### src/hdl/dpdot_ram.sv
// Generic simple dual-port RAM: one write port, one registered read port.
module dpdot_ram #(
	parameter int WIDTH = 16,
	parameter int DEPTH = 128
) (
	input  logic                     clk,
	input  logic                     wr_en,
	input  logic [$clog2(DEPTH)-1:0] wr_addr,
	input  logic [WIDTH-1:0]         wr_data,
	input  logic                     rd_en,
	input  logic [$clog2(DEPTH)-1:0] rd_addr,
	output logic [WIDTH-1:0]         rd_data
);

	logic [WIDTH-1:0] mem_q [DEPTH];

	always_ff @(posedge clk) begin
		if (wr_en) begin
			mem_q[wr_addr] <= wr_data;
		end
		if (rd_en) begin
			rd_data <= mem_q[rd_addr];
		end
	end

endmodule

### config.mk
export PLATFORM = sky130hd
export DESIGN_NAME = dpdot_ram
export DESIGN_NICKNAME = d
export VERILOG_FILES = /design/src/hdl/dpdot_ram.sv
export SDC_FILE = /design/constraint.sdc
export NUM_CORES = 2
export LEC_CHECK = 0
export BUFFER_PORTS_ARGS = -buffer_cell sky130_fd_sc_hd__buf_2
export CAP_MARGIN = 20
export CORE_UTILIZATION = 45
export CTS_BUF_LIST = sky130_fd_sc_hd__clkbuf_16
export CTS_CLUSTER_DIAMETER = 150
export DETAILED_ROUTE_END_ITERATION = 8
export SLEW_MARGIN = 10
export SYNTH_ARGS = -nofsm -noshare
export SYNTH_HDL_FRONTEND = slang
export SYNTH_SLANG_ARGS = --single-unit
### constraint.sdc
create_clock -name clk -period 3 [get_ports clk]
set_input_delay 0.6 -clock clk [delete_from_list [all_inputs] [get_ports clk]]
set_output_delay 0.6 -clock clk [all_outputs]
set_load 0.02 [all_outputs]
==> results.yml <==
synth:
  ys_ff_latch: 2064
  synth_top_cell_area_share: 0.788
  synth-seq-area-share: 0.788
  synth_top_area_cell: "edfxtp_1"
  synthCells: 3086
  yosysMostFrequentCell: "edfxtp_1"
  synth_ff_type: "edfxtp_1"
  synth_nets: 3119
  ys_async_sr_fraction: 0
  netlist_area_um2: 78700
  ys_types: 16
  synth_edf_count: 2064
  ys_top_cells_by_area: "edfxtp_1, mux4_2, nor2_1"
  syn_area_per_cell_um2: 25.5
  yosys-top-cells-count: "edfxtp_1, mux4_2, nor2_1, clkbuf_1, buf_2"
  yosysWarnings: 0
clocking:
  cts_root_buffer: "clkbuf_16"
  cts_resized: 0
  cts_sinks: 2064
  clock_path_buffers: 3
  cts_tree: "done"
  h-tree-depth: 4
  clkLatencyLatePin_ns: 0.85
  cts_buffers: 197
  cts_hold_buf: 0
  cts_setup_buffers: 0
  path_clk_slew_ns: 0.07
run_status:
  status: "complete, no violations"
routing:
  ant_nets: 0
  vias_per_cell: 5.95
  post-route-drc-count: 0
  drtIter0Drc: 4509
  vias: 36000
  wl_per_cell_um: 32.6
  drtPass1Iterations: 5
  wirelength_mm: 197
power:
  power.total_w: 0.0599
  irDropWorstVdd_mv: 0.611
  power_density_nw_per_um2: 647
  p_leak_nw: 29.1
finish:
  seqCellArea_um2: 62000
  num-fill-cells: 13000
  final_nets: 3588
  multi_input_area_um2: 16100
  instances_no_fill: 6049
  syn2layout_area_growth_pct: 17.8
  drive_gt1_frac: 0.381
  fin_area_um2: 92700
worst_setup_path:
  path_cells: "buf_8, buf_12, buf_12, buf_4, mux4_2, mux4_2, mux4_2, mux2_2"
  cpLargestDelayFamily: "multiplexers"
  cp.arrival_ns: 3.46
  r2r-start: "mem_q[79][9]"
  cp_max_fo: 17
  critPathKind: "in2reg"
  cp.required_ns: 3.60
  slowest_delay_ns: 0.57
  cp-end-kind: "flop"
  crit_buf_inv: 4
  cpMaxStageDelayCell: "mux4_2"
  startpoint_type: "primary input"
  crit_start: "rd_addr[0]"
  cpMostUsedCell: "mux4_2"
sta:
  setup_viol: 0
  slew_viol_final: 0
  setup_tns_ns: 0
  fin_skew_ns: 0.0419
  final-hold-violation-count: 0
  relSlewSlack: 0.358
  timing.final.crit_share: 0.953
  finalCriticalPeriod_ns: 2.86
  rsz0062_at_grt: "false"
  whs_ns: 0.287
  max_freq_mhz: 350
  tightestPinTransition_ns: 0.964
die:
  core_area_um2: 174000
  start_util: 0.453
  die_y_um: 420
  rows: 153
  die_w_um: 420
  dieArea_um2: 177000
  io_pins: 49
grt:
  grt_pass1_wl_mm: 279
  antenna_found_initial: 23
  grt_max_degree: 129
  track_usage: 0.228
  grt.overflow.total: 0
  grt_pass1_vias: 37100
placed_design:
  post_dp_cell_area_um2: 86200
  dp_hpwl_mm: 122
  dp.cells: 5681
  gp_congestion: 0.841
  portBuffers: 48
hold_path:
  hold_class: "in2reg"
  min-delay-start: "wr_data[12]"
flow_run:
  cap_viol_max_count: 0
==> sequential cells by signal, summed over array words and instances (netlist names) <==
signal	cells
rd_data	16
mem_q	2048
==> metrics by stage <==
| step | util | setup WS [ns] |
|---|---|---|
| 3_5_place_dp | 0.496 | -0.764 |
| 5_1_grt | 0.533 | 0.132 |
| 6_report | 0.533 | 0.141 |
| 4_1_cts | 0.533 | 0.146 |
| 3_3_place_gp | 0.496 | -0.737 |
| 2_1_floorplan | - | 0.00518 |
==> final timing paths <==
kind              slack, ns             end  cells past startpoint
setup / recovery       0.14      rd_data[2]                      8
hold / removal         0.29  mem_q[123][12]                      1
setup reg to reg       0.31      rd_data[9]                      4
hold reg to reg        1.21      rd_data[9]                      4
==> logic make-up after synthesis <==
kind of cell  count (synthesis)  share of synthesized area
buf+inv                     164                    0.00879
flops                      2064                      0.788
mux                         688                      0.195
simple gates                170                    0.00886
==> cells in the final DEF (no fill, tap or decap), drive strengths merged <==
cell type / count
nor2b: 7
clkbuf: 200
or3: 1
edfxtp: 2064
bufinv: 22
clkinvlp: 8
buf: 434
nand2: 14
nand4: 3
inv: 51
nand2b: 2
nor2: 122
mux4: 672
clkinv: 83
nor3: 9
mux2: 16
diode: 4
nand3: 12
==> report_power, final <==
part | total [W] | internal (W) | switching [W]
sequential | 0.0320 | 0.0319 | 0.0000825
clock | 0.0247 | 0.0140 | 0.0107
combinational | 0.00329 | 0.00142 | 0.00187
==> routing by layer <==
metal  global-route usage  wire, um
met3               0.0456     15900
met1                0.318     78900
met2                0.371     97800
met5                    0         0
met4               0.0589      4580
==> cell type report <==
class / count / share of cell area
flip-flops and latches: 2064 / 0.669
multi-input cells: 858 / 0.173
repair buffers: 434 / 0.0566
clock buffers: 200 / 0.0540
well taps: 2325 / 0.0314
clock inverters: 164 / 0.0158
diodes: 4 / 0.000108
==> worst reg2reg max path, stage by stage (launching register included) <==
cell and delay [ns]:
edfxtp_1 0.36, mux4_2 0.57, mux4_2 0.58, mux4_2 0.61, mux2_2 0.30
Note: power is estimated with default switching activity, not from simulation.
